--- src/rtl/ita_pkg.sv ---
// ----------------------------------------------------------------------------
// ita_pkg
// Shared types, constants and character helpers for the integer to ASCII
// formatter.
// ----------------------------------------------------------------------------
package ita_pkg;

  localparam int COUNT_BITS = 32;
  localparam int NDIG       = 20;
  localparam int NDIG_W     = $clog2(NDIG + 1);
  localparam int DD_STEPS   = 64;
  localparam int DD_CNT_W   = $clog2(DD_STEPS);

  localparam logic [COUNT_BITS-1:0] COUNT_MAX = '1;

  typedef enum logic [2:0] {
    CMD_DEC  = 3'd0,
    CMD_HEXL = 3'd1,
    CMD_HEXU = 3'd2,
    CMD_PTR  = 3'd3,
    CMD_RAW  = 3'd4
  } cmd_e;

  typedef enum logic [2:0] {
    PRE_NONE  = 3'd0,
    PRE_MINUS = 3'd1,
    PRE_HEX   = 3'd2,
    PRE_NIL   = 3'd3,
    PRE_RAW   = 3'd4
  } pre_e;

  typedef struct packed {
    logic [2:0]  cmd;
    logic [63:0] value;
  } in_item_t;

  typedef struct packed {
    logic [7:0]  char_out;
    logic        last;
    logic [31:0] bytes_sent;
  } out_item_t;

  // controller to datapath
  typedef struct packed {
    logic load;
    logic conv_step;
    logic skip_step;
    logic emit_pre;
    logic emit_dig;
  } dp_cmd_t;

  // datapath to controller
  typedef struct packed {
    logic out_free;
    logic top_zero;
    logic cnt_one;
    logic pre_none;
    logic pre_last;
    logic has_digits;
  } dp_stat_t;

  function automatic logic [7:0] digit_char(input logic [3:0] d, input logic upper);
    logic [7:0] c;
    if (d < 4'd10) begin
      c = 8'h30 + {4'd0, d};
    end else if (upper) begin
      c = 8'h41 + {4'd0, d} - 8'd10;
    end else begin
      c = 8'h61 + {4'd0, d} - 8'd10;
    end
    return c;
  endfunction

  function automatic logic [2:0] pre_length(input pre_e kind);
    logic [2:0] n;
    case (kind)
      PRE_MINUS: n = 3'd1;
      PRE_HEX:   n = 3'd2;
      PRE_NIL:   n = 3'd5;
      PRE_RAW:   n = 3'd1;
      default:   n = 3'd0;
    endcase
    return n;
  endfunction

  function automatic logic [7:0] pre_char(input pre_e kind, input logic [2:0] idx,
                                          input logic [7:0] raw);
    logic [7:0] c;
    c = 8'h30;
    case (kind)
      PRE_MINUS: c = 8'h2d;
      PRE_HEX:   c = (idx == 3'd0) ? 8'h30 : 8'h78;
      PRE_NIL: begin
        case (idx)
          3'd0:    c = 8'h28;
          3'd1:    c = 8'h6e;
          3'd2:    c = 8'h69;
          3'd3:    c = 8'h6c;
          default: c = 8'h29;
        endcase
      end
      PRE_RAW:   c = raw;
      default:   c = 8'h30;
    endcase
    return c;
  endfunction

endpackage

--- src/rtl/ita_ctrl.sv ---
// ----------------------------------------------------------------------------
// ita_ctrl
// Sequencer: input handshake, binary to bcd conversion steps, leading zero
// skip, prefix and digit emission.
// ----------------------------------------------------------------------------
module ita_ctrl
  import ita_pkg::*;
(
  input  logic       clk,
  input  logic       rst,
  input  logic       in_valid,
  input  logic [2:0] in_cmd,
  output logic       in_stall,
  output dp_cmd_t    dp_cmd,
  input  dp_stat_t   dp_stat
);

  typedef enum logic [4:0] {
    ST_IDLE = 5'b00001,
    ST_CONV = 5'b00010,
    ST_SKIP = 5'b00100,
    ST_PRE  = 5'b01000,
    ST_DIG  = 5'b10000
  } state_t;

  state_t              state, state_next;
  logic [DD_CNT_W-1:0] step, step_next;
  logic                cmd_ok;

  assign cmd_ok   = (in_cmd == CMD_DEC) || (in_cmd == CMD_HEXL) || (in_cmd == CMD_HEXU) ||
                    (in_cmd == CMD_PTR) || (in_cmd == CMD_RAW);
  assign in_stall = (state != ST_IDLE);

  always_comb begin
    state_next = state;
    step_next  = step;
    dp_cmd     = '0;
    case (state)
      ST_IDLE: begin
        step_next = '0;
        if (in_valid && cmd_ok) begin
          dp_cmd.load = 1'b1;
          state_next  = (in_cmd == CMD_DEC) ? ST_CONV : ST_SKIP;
        end
      end
      ST_CONV: begin
        dp_cmd.conv_step = 1'b1;
        step_next        = step + 1'b1;
        if (step == DD_CNT_W'(DD_STEPS - 1)) begin
          state_next = ST_SKIP;
        end
      end
      ST_SKIP: begin
        if (dp_stat.top_zero && !dp_stat.cnt_one) begin
          dp_cmd.skip_step = 1'b1;
        end else begin
          state_next = dp_stat.pre_none ? ST_DIG : ST_PRE;
        end
      end
      ST_PRE: begin
        if (dp_stat.out_free) begin
          dp_cmd.emit_pre = 1'b1;
          if (dp_stat.pre_last) begin
            state_next = dp_stat.has_digits ? ST_DIG : ST_IDLE;
          end
        end
      end
      ST_DIG: begin
        if (dp_stat.out_free) begin
          dp_cmd.emit_dig = 1'b1;
          if (dp_stat.cnt_one) begin
            state_next = ST_IDLE;
          end
        end
      end
      default: state_next = ST_IDLE;
    endcase
  end

  always_ff @(posedge clk) begin
    if (rst) begin
      state <= ST_IDLE;
      step  <= '0;
    end else begin
      state <= state_next;
      step  <= step_next;
    end
  end

endmodule

--- src/rtl/ita_dp.sv ---
// ----------------------------------------------------------------------------
// ita_dp
// Datapath: digit register with shift-add-3 conversion, prefix selection,
// output register and saturating character count.
// ----------------------------------------------------------------------------
module ita_dp
  import ita_pkg::*;
(
  input  logic      clk,
  input  logic      rst,
  input  in_item_t  in_data,
  input  dp_cmd_t   dp_cmd,
  output dp_stat_t  dp_stat,
  output logic      out_valid,
  input  logic      out_stall,
  output out_item_t out_data
);

  logic [4*NDIG-1:0]   digits;
  logic [4*NDIG-1:0]   digits_adj;
  logic [63:0]         bin;
  logic [NDIG_W-1:0]   cnt;
  pre_e                pre_kind;
  logic [2:0]          pre_idx;
  logic [7:0]          raw;
  logic                upper;
  logic                has_digits;
  logic [COUNT_BITS-1:0] emit_count, emit_count_next;
  logic [63:0]         neg_value;
  logic                emit;
  logic [7:0]          emit_char;
  logic                emit_last;

  // add 3 to every bcd digit of five or more before the shift
  always_comb begin
    for (int i = 0; i < NDIG; i++) begin
      digits_adj[4*i +: 4] = (digits[4*i +: 4] >= 4'd5) ? digits[4*i +: 4] + 4'd3
                                                         : digits[4*i +: 4];
    end
  end

  assign neg_value = 64'd0 - in_data.value;

  assign dp_stat.out_free   = !out_valid || !out_stall;
  assign dp_stat.top_zero   = (digits[4*NDIG-1 -: 4] == 4'd0);
  assign dp_stat.cnt_one    = (cnt == NDIG_W'(1));
  assign dp_stat.pre_none   = (pre_kind == PRE_NONE);
  assign dp_stat.pre_last   = (pre_idx == pre_length(pre_kind) - 3'd1);
  assign dp_stat.has_digits = has_digits;

  assign emit      = dp_cmd.emit_pre || dp_cmd.emit_dig;
  assign emit_char = dp_cmd.emit_pre ? pre_char(pre_kind, pre_idx, raw)
                                     : digit_char(digits[4*NDIG-1 -: 4], upper);
  assign emit_last = dp_cmd.emit_pre ? (dp_stat.pre_last && !has_digits) : dp_stat.cnt_one;
  assign emit_count_next = (emit_count == COUNT_MAX) ? emit_count : emit_count + 1'b1;

  always_ff @(posedge clk) begin
    if (dp_cmd.load) begin
      pre_idx <= '0;
      upper   <= 1'b0;
      case (in_data.cmd)
        CMD_DEC: begin
          bin        <= in_data.value[63] ? neg_value : in_data.value;
          digits     <= '0;
          cnt        <= NDIG_W'(NDIG);
          pre_kind   <= in_data.value[63] ? PRE_MINUS : PRE_NONE;
          has_digits <= 1'b1;
        end
        CMD_HEXL, CMD_HEXU: begin
          digits     <= {(4*NDIG-32)'(0), in_data.value[31:0]};
          cnt        <= NDIG_W'(NDIG);
          pre_kind   <= PRE_NONE;
          has_digits <= 1'b1;
          upper      <= (in_data.cmd == CMD_HEXU);
        end
        CMD_PTR: begin
          digits <= {(4*NDIG-64)'(0), in_data.value};
          if (in_data.value == 64'd0) begin
            cnt        <= NDIG_W'(1);
            pre_kind   <= PRE_NIL;
            has_digits <= 1'b0;
          end else begin
            cnt        <= NDIG_W'(NDIG);
            pre_kind   <= PRE_HEX;
            has_digits <= 1'b1;
          end
        end
        CMD_RAW: begin
          digits     <= '0;
          raw        <= in_data.value[7:0];
          cnt        <= NDIG_W'(1);
          pre_kind   <= PRE_RAW;
          has_digits <= 1'b0;
        end
        default: pre_kind <= PRE_NONE;
      endcase
    end else if (dp_cmd.conv_step) begin
      digits <= {digits_adj[4*NDIG-2:0], bin[63]};
      bin    <= {bin[62:0], 1'b0};
    end else if (dp_cmd.skip_step || dp_cmd.emit_dig) begin
      digits <= {digits[4*NDIG-5:0], 4'd0};
      cnt    <= cnt - 1'b1;
    end else if (dp_cmd.emit_pre) begin
      pre_idx <= pre_idx + 3'd1;
    end
  end

  // output register, parts the sequencer from the downstream stall
  always_ff @(posedge clk) begin
    if (rst) begin
      out_valid  <= 1'b0;
      emit_count <= '0;
    end else begin
      if (emit) begin
        out_valid  <= 1'b1;
        emit_count <= emit_count_next;
      end else if (!out_stall) begin
        out_valid <= 1'b0;
      end
    end
  end

  always_ff @(posedge clk) begin
    if (emit) begin
      out_data.char_out   <= emit_char;
      out_data.last       <= emit_last;
      out_data.bytes_sent <= 32'(emit_count_next);
    end
  end

endmodule

--- src/rtl/integer_to_ascii_formatter.sv ---
// sequence: a decimal item runs the conversion steps and the leading zero skip before its
//   first character is registered; the other commands go straight to the leading zero skip
// throughput: one item at a time; the next item waits until the last character of the
//   current one is emitted, output stalls hold it, and unused codes are taken and dropped
// reset: synchronous, clears the sequencer, output valid and the character count
// ----------------------------------------------------------------------------
// integer_to_ascii_formatter
// Formats a signed 64-bit decimal, 32-bit hex, 64-bit pointer or raw byte as character
// text and sends one character per output item with a running saturating count.
// ----------------------------------------------------------------------------
module integer_to_ascii_formatter
  import ita_pkg::*;
(
  input  logic      clk,
  input  logic      rst,
  input  logic      in_valid,
  output logic      in_stall,
  input  in_item_t  in_data,
  output logic      out_valid,
  input  logic      out_stall,
  output out_item_t out_data
);

  dp_cmd_t  dp_cmd;
  dp_stat_t dp_stat;

  ita_ctrl u_ctrl (
    .clk      (clk),
    .rst      (rst),
    .in_valid (in_valid),
    .in_cmd   (in_data.cmd),
    .in_stall (in_stall),
    .dp_cmd   (dp_cmd),
    .dp_stat  (dp_stat)
  );

  ita_dp u_dp (
    .clk       (clk),
    .rst       (rst),
    .in_data   (in_data),
    .dp_cmd    (dp_cmd),
    .dp_stat   (dp_stat),
    .out_valid (out_valid),
    .out_stall (out_stall),
    .out_data  (out_data)
  );

  // never write the output register while it still holds an untaken item
  a_emit_free: assert property (@(posedge clk) disable iff (rst)
    (dp_cmd.emit_pre || dp_cmd.emit_dig) |-> dp_stat.out_free)
    else $error("character emitted into a full output register");

  // a held character that is not the last means the sequencer is still busy
  a_busy_mid: assert property (@(posedge clk) disable iff (rst)
    (out_valid && !out_data.last) |-> in_stall)
    else $error("sequencer idle in the middle of an item");

  // a valid command always produces work
  a_start: assert property (@(posedge clk) disable iff (rst)
    (in_valid && !in_stall && (in_data.cmd == CMD_DEC || in_data.cmd == CMD_HEXL ||
     in_data.cmd == CMD_HEXU || in_data.cmd == CMD_PTR || in_data.cmd == CMD_RAW))
    |=> in_stall)
    else $error("accepted item did not start the sequencer");

endmodule
--- config.mk ---
export PLATFORM = sky130hd
export DESIGN_NAME = integer_to_ascii_formatter
export DESIGN_NICKNAME = d
export VERILOG_FILES = /design/src/rtl/ita_pkg.sv /design/src/rtl/ita_ctrl.sv /design/src/rtl/ita_dp.sv /design/src/rtl/integer_to_ascii_formatter.sv
export SDC_FILE = /design/constraint.sdc
export NUM_CORES = 1
export LEC_CHECK = 0
export ABC_AREA = 0
export BUFFER_PORTS_ARGS = -buffer_cell sky130_fd_sc_hd__buf_4
export CORE_ASPECT_RATIO = 0.9
export CORE_UTILIZATION = 61
export DETAILED_ROUTE_END_ITERATION = 10
export GPL_ROUTABILITY_DRIVEN = 1
export PLACE_DENSITY_LB_ADDON = 0.08
export SLEW_MARGIN = 20
export SYNTH_ARGS = -nofsm -noshare
export SYNTH_HDL_FRONTEND = slang
export SYNTH_SLANG_ARGS = --single-unit
--- constraint.sdc ---
create_clock -name clk -period 8.7 [get_ports clk]
set_input_delay 0.435 -clock clk [delete_from_list [all_inputs] [get_ports clk]]
set_output_delay 0.435 -clock clk [all_outputs]
set_load 0.03 [all_outputs]
==> results.py <==
metrics = {
    "power": {
        "pwr-share-seq_pct": 45.2,
        "switching_share_pct": 28.42,
        "p_sw_mw": 0.9610,
        "pwr_density_cell_nw_per_um2": 203.4,
        "intPower_mw": 2.420,
        "pwr-share-clk_pct": 35.2,
        "combinationalPowerShare_pct": 19.6,
        "p_leak_nw": 5.967,
        "peakVddDrop_uv": 141.8,
    },
    "finish": {
        "area_delta_synth_final_pct": 13.40,
        "mostFrequentLayoutCells": "203 x edfxtp_1, 150 x o21ai_0, 136 x nor2_1, 125 x nand2_1, 121 x buf_4",
        "antenna_cells": 0,
        "layout.nets": 1707,
        "drive_gt1_share_pct": 11.60,
        "layout_commonest_cell": "edfxtp_1",
    },
    "clock_network": {
        "cts_tree": "yes",
        "cts_setup_buffers": 0,
        "clk_pin_slew_worst_paths_ns": 0.07,
        "cts_max_path_buffers": 3,
        "cts_num_sinks": 250,
        "htree_levels": 1,
        "worstSkewPairLatency_ns": 0.54,
        "cts_hold_buf": 0,
        "root_buffer": "clkbuf_16",
        "cts_buffers": 26,
        "post_cts_resized": 0,
    },
    "global_route": {
        "grt_max_degree": 106,
        "overflow": 0,
        "grt_pass1_wl_um": 55550,
        "first_global_vias": 11130,
        "grt_use_total_pct": 28.00,
        "antenna_found_initial": 0,
    },
    "placed_design": {
        "io_buffers": 113,
        "dpl.hpwl_um": 22790,
        "routabilityCongestion": 0.8960,
    },
    "logic_synthesis": {
        "synth_compound_area_share_pct": 16.61,
        "synth.avg_cell_area_sq_um": 9.735,
        "synth_fp_nets": 1629,
        "synth_top_area_cell": "edfxtp_1",
        "async_flop_share_pct": 0,
        "yosysTopAreaCellShare_pct": 41.58,
        "synthAdderAreaFrac_pct": 4.438,
        "synth_xor_area_share_pct": 8.782,
        "yosysSeqAreaShare_pct": 48.00,
        "synth-main-ff-cell": "edfxtp_1",
        "yosysUniqueCellTypes": 61,
        "ys_ff_latch": 250,
        "yosysWarnings": 0,
        "ys_top_cells_by_area": "edfxtp_1 42%, dfxtp_1 6.4%, o21ai_0 5.2%, xor2_1 5.0%, ha_1 4.4%",
        "netlist_area_sq_um": 14660,
        "synth_cells": 1506,
        "synth_edf_count": 203,
        "synth_mux_area_share_pct": 0.1451,
        "synth-simple-area-share_pct": 18.48,
        "synth_top_family_by_area": "simple AND/OR/NAND/NOR gates",
    },
    "floorplan": {
        "fp-row-count": 53,
        "initial_utilization_pct": 62.45,
        "fp.dieArea_sq_um": 24660,
        "die_w_um": 165.4,
        "core_region_area_sq_um": 23480,
        "die-height_um": 149.1,
        "io-pin-count": 114,
    },
    "timing": {
        "fin_crit_ns": 3.238,
        "hold_viol": 0,
        "fin_skew_ns": 0.01450,
        "holdWs_ns": 0.1164,
        "grt_setup_unrepaired": "no",
        "timing.setup.tns_ns": 0,
        "setup_violations": 0,
        "finalCritPeriodShare_pct": 37.22,
        "slew_headroom_pct": 29.81,
        "fmax_mhz": 308.8,
        "slew_violations": 0,
        "worst_pin_slew_ns": 1.051,
    },
    "worst_setup_path": {
        "path_class": "register to register",
        "setup.worst_path.start_class": "register",
        "cp.arrival_ns": 3.61,
        "endpoint_kind": "register",
        "worstPathMaxFanout": 64,
        "cp_data_required_time_ns": 9.07,
    },
    "run": {
        "drv_cap": 0,
    },
    "routing": {
        "viasPerCell": 6.229,
        "drt_first_pass_iters": 8,
        "wirelength_um": 34140,
        "wl_per_cell_um": 17.91,
        "via_count": 11870,
        "drt_iter0_drc": 1009,
        "postRouteAntennaNets": 0,
        "route.detailed.drc": 16,
    },
    "hold_path": {
        "min_path_type": "input port to register",
    },
    "status": {
        "status": "finished with violations",
        "violations": "design-rule violations",
    },
}
[kinds of logic (layout without fill, tap and decap cells)]
logic type	Yosys count	after routing
multiplexers	2	2
AND/OR/NAND/NOR	534	534
XOR/XNOR	147	147
buffers and inverters	134	232
flip-flops	250	250
adder cells (fa/ha/maj)	52	52
AO/OA/AOI/OAI	387	387
[routing by layer]
layer	vias up	share of wire (%)	global-route usage [%]	routed length, um
met2	418	48	46.46	16260
met3	69	6.0	3.586	2039
met5	-	0	0	0
li1	5698	-	-	-
met4	0	2.5	8.273	844
met1	5688	44	38.35	15000
[layout make-up]
cell class,instances,area [sq um]
Clock inverter,19,214.0
Multi-Input combinational cell,1122,7158
Tap cell,302,377.9
Sequential cell,250,7037
Inverter,63,236.5
Clock buffer,29,693.2
Timing Repair Buffer,121,908.4
Fill cell,1789,6850
[Yosys cell counts (3+ instances only)]
| cell | number |
|---|---|
| and4_1 | 4 |
| xor2_1 | 83 |
| inv_1 | 61 |
| or4_4 | 3 |
| nand4b_1 | 3 |
| a221o_1 | 31 |
| or4_1 | 15 |
| ha_1 | 52 |
| nand2b_1 | 23 |
| nand3_1 | 48 |
| a41oi_1 | 3 |
| clkbuf_1 | 59 |
| and2_1 | 6 |
| xnor2_1 | 64 |
| o21ai_0 | 151 |
| o311ai_0 | 3 |
| nor3b_1 | 36 |
| nand4_1 | 19 |
| nor3_1 | 36 |
| and3_1 | 9 |
| or4b_2 | 3 |
| a22oi_1 | 34 |
| dfxtp_1 | 47 |
| nand2_1 | 126 |
| a21oi_1 | 83 |
| o21ai_1 | 6 |
| or3_1 | 15 |
| nor2_1 | 139 |
| edfxtp_1 | 203 |
| nor4_1 | 18 |
| a31oi_1 | 8 |
| nor2b_1 | 17 |
| or2_2 | 5 |
| buf_1 | 8 |
| nand3b_1 | 3 |
| o31ai_1 | 20 |
| a211oi_1 | 11 |
| o41ai_1 | 12 |
| o21bai_1 | 8 |
[power by group through the flow]
| stage | combinational [mW] | clock [mW] | sequential [mW] |
|---|---|---|---|
| 2_1_floorplan | 0.481 | 0 | 1.53 |
| 3_3_place_gp | 0.633 | 0 | 1.55 |
| 3_5_place_dp | 0.655 | 0 | 1.55 |
| 4_1_cts | 0.661 | 1.20 | 1.53 |
| 5_1_grt | 0.748 | 1.24 | 1.54 |
| 6_report | 0.664 | 1.19 | 1.53 |
[per-stage QoR]
| stage | cells | instance area [sq um] | setup slack [ns] | power (mW) | utilization, % |
|---|---|---|---|---|---|
| after floorplan | 1506 | 14660 | 1.785 | 2.011 | - |
| after global placement | 1858 | 15710 | 5.419 | 2.179 | 66.92 |
| after detailed placement | 1858 | 15710 | 5.385 | 2.204 | 66.92 |
| after CTS | 1906 | 16620 | 5.397 | 3.383 | 70.78 |
| after global routing | 1906 | 16620 | 5.097 | 3.530 | 70.82 |
| final | 1906 | 16620 | 5.462 | 3.381 | 70.82 |
[registers in the layout, summed over array words and instances (netlist names)]
name and count:
u_dp.upper 1, u_dp.bin 64, u_dp.out_data 41, u_dp.pre_kind 3
u_dp.raw 8, u_dp.has_digits 1, u_ctrl.state 5, u_dp.digits 80
u_dp.emit_count 32, u_dp.out_valid 1, u_ctrl.step 6, u_dp.cnt 5
u_dp.pre_idx 3
[worst paths after layout]
path	startpoint	to	slack [ns]	cells past startpoint
max	u_ctrl.state[2]	u_dp.digits[12]	5.46	8
min	in_data[5]	u_dp.raw[5]	0.12	1
max reg2reg	u_ctrl.state[2]	u_dp.digits[12]	5.46	8
min reg2reg	u_ctrl.step[2]	u_ctrl.step[2]	0.50	2
[worst max-delay path: stages, from the launching register on]
cell	delay, ns
dfxtp_1	0.38
nor3_1	0.09
and3b_1	0.28
nand3_4	0.38
clkinv_1	0.59
nor2_4	0.34
buf_4	0.64
a22oi_1	0.20
o21ai_0	0.13
Power figures use the tool's default switching activity.
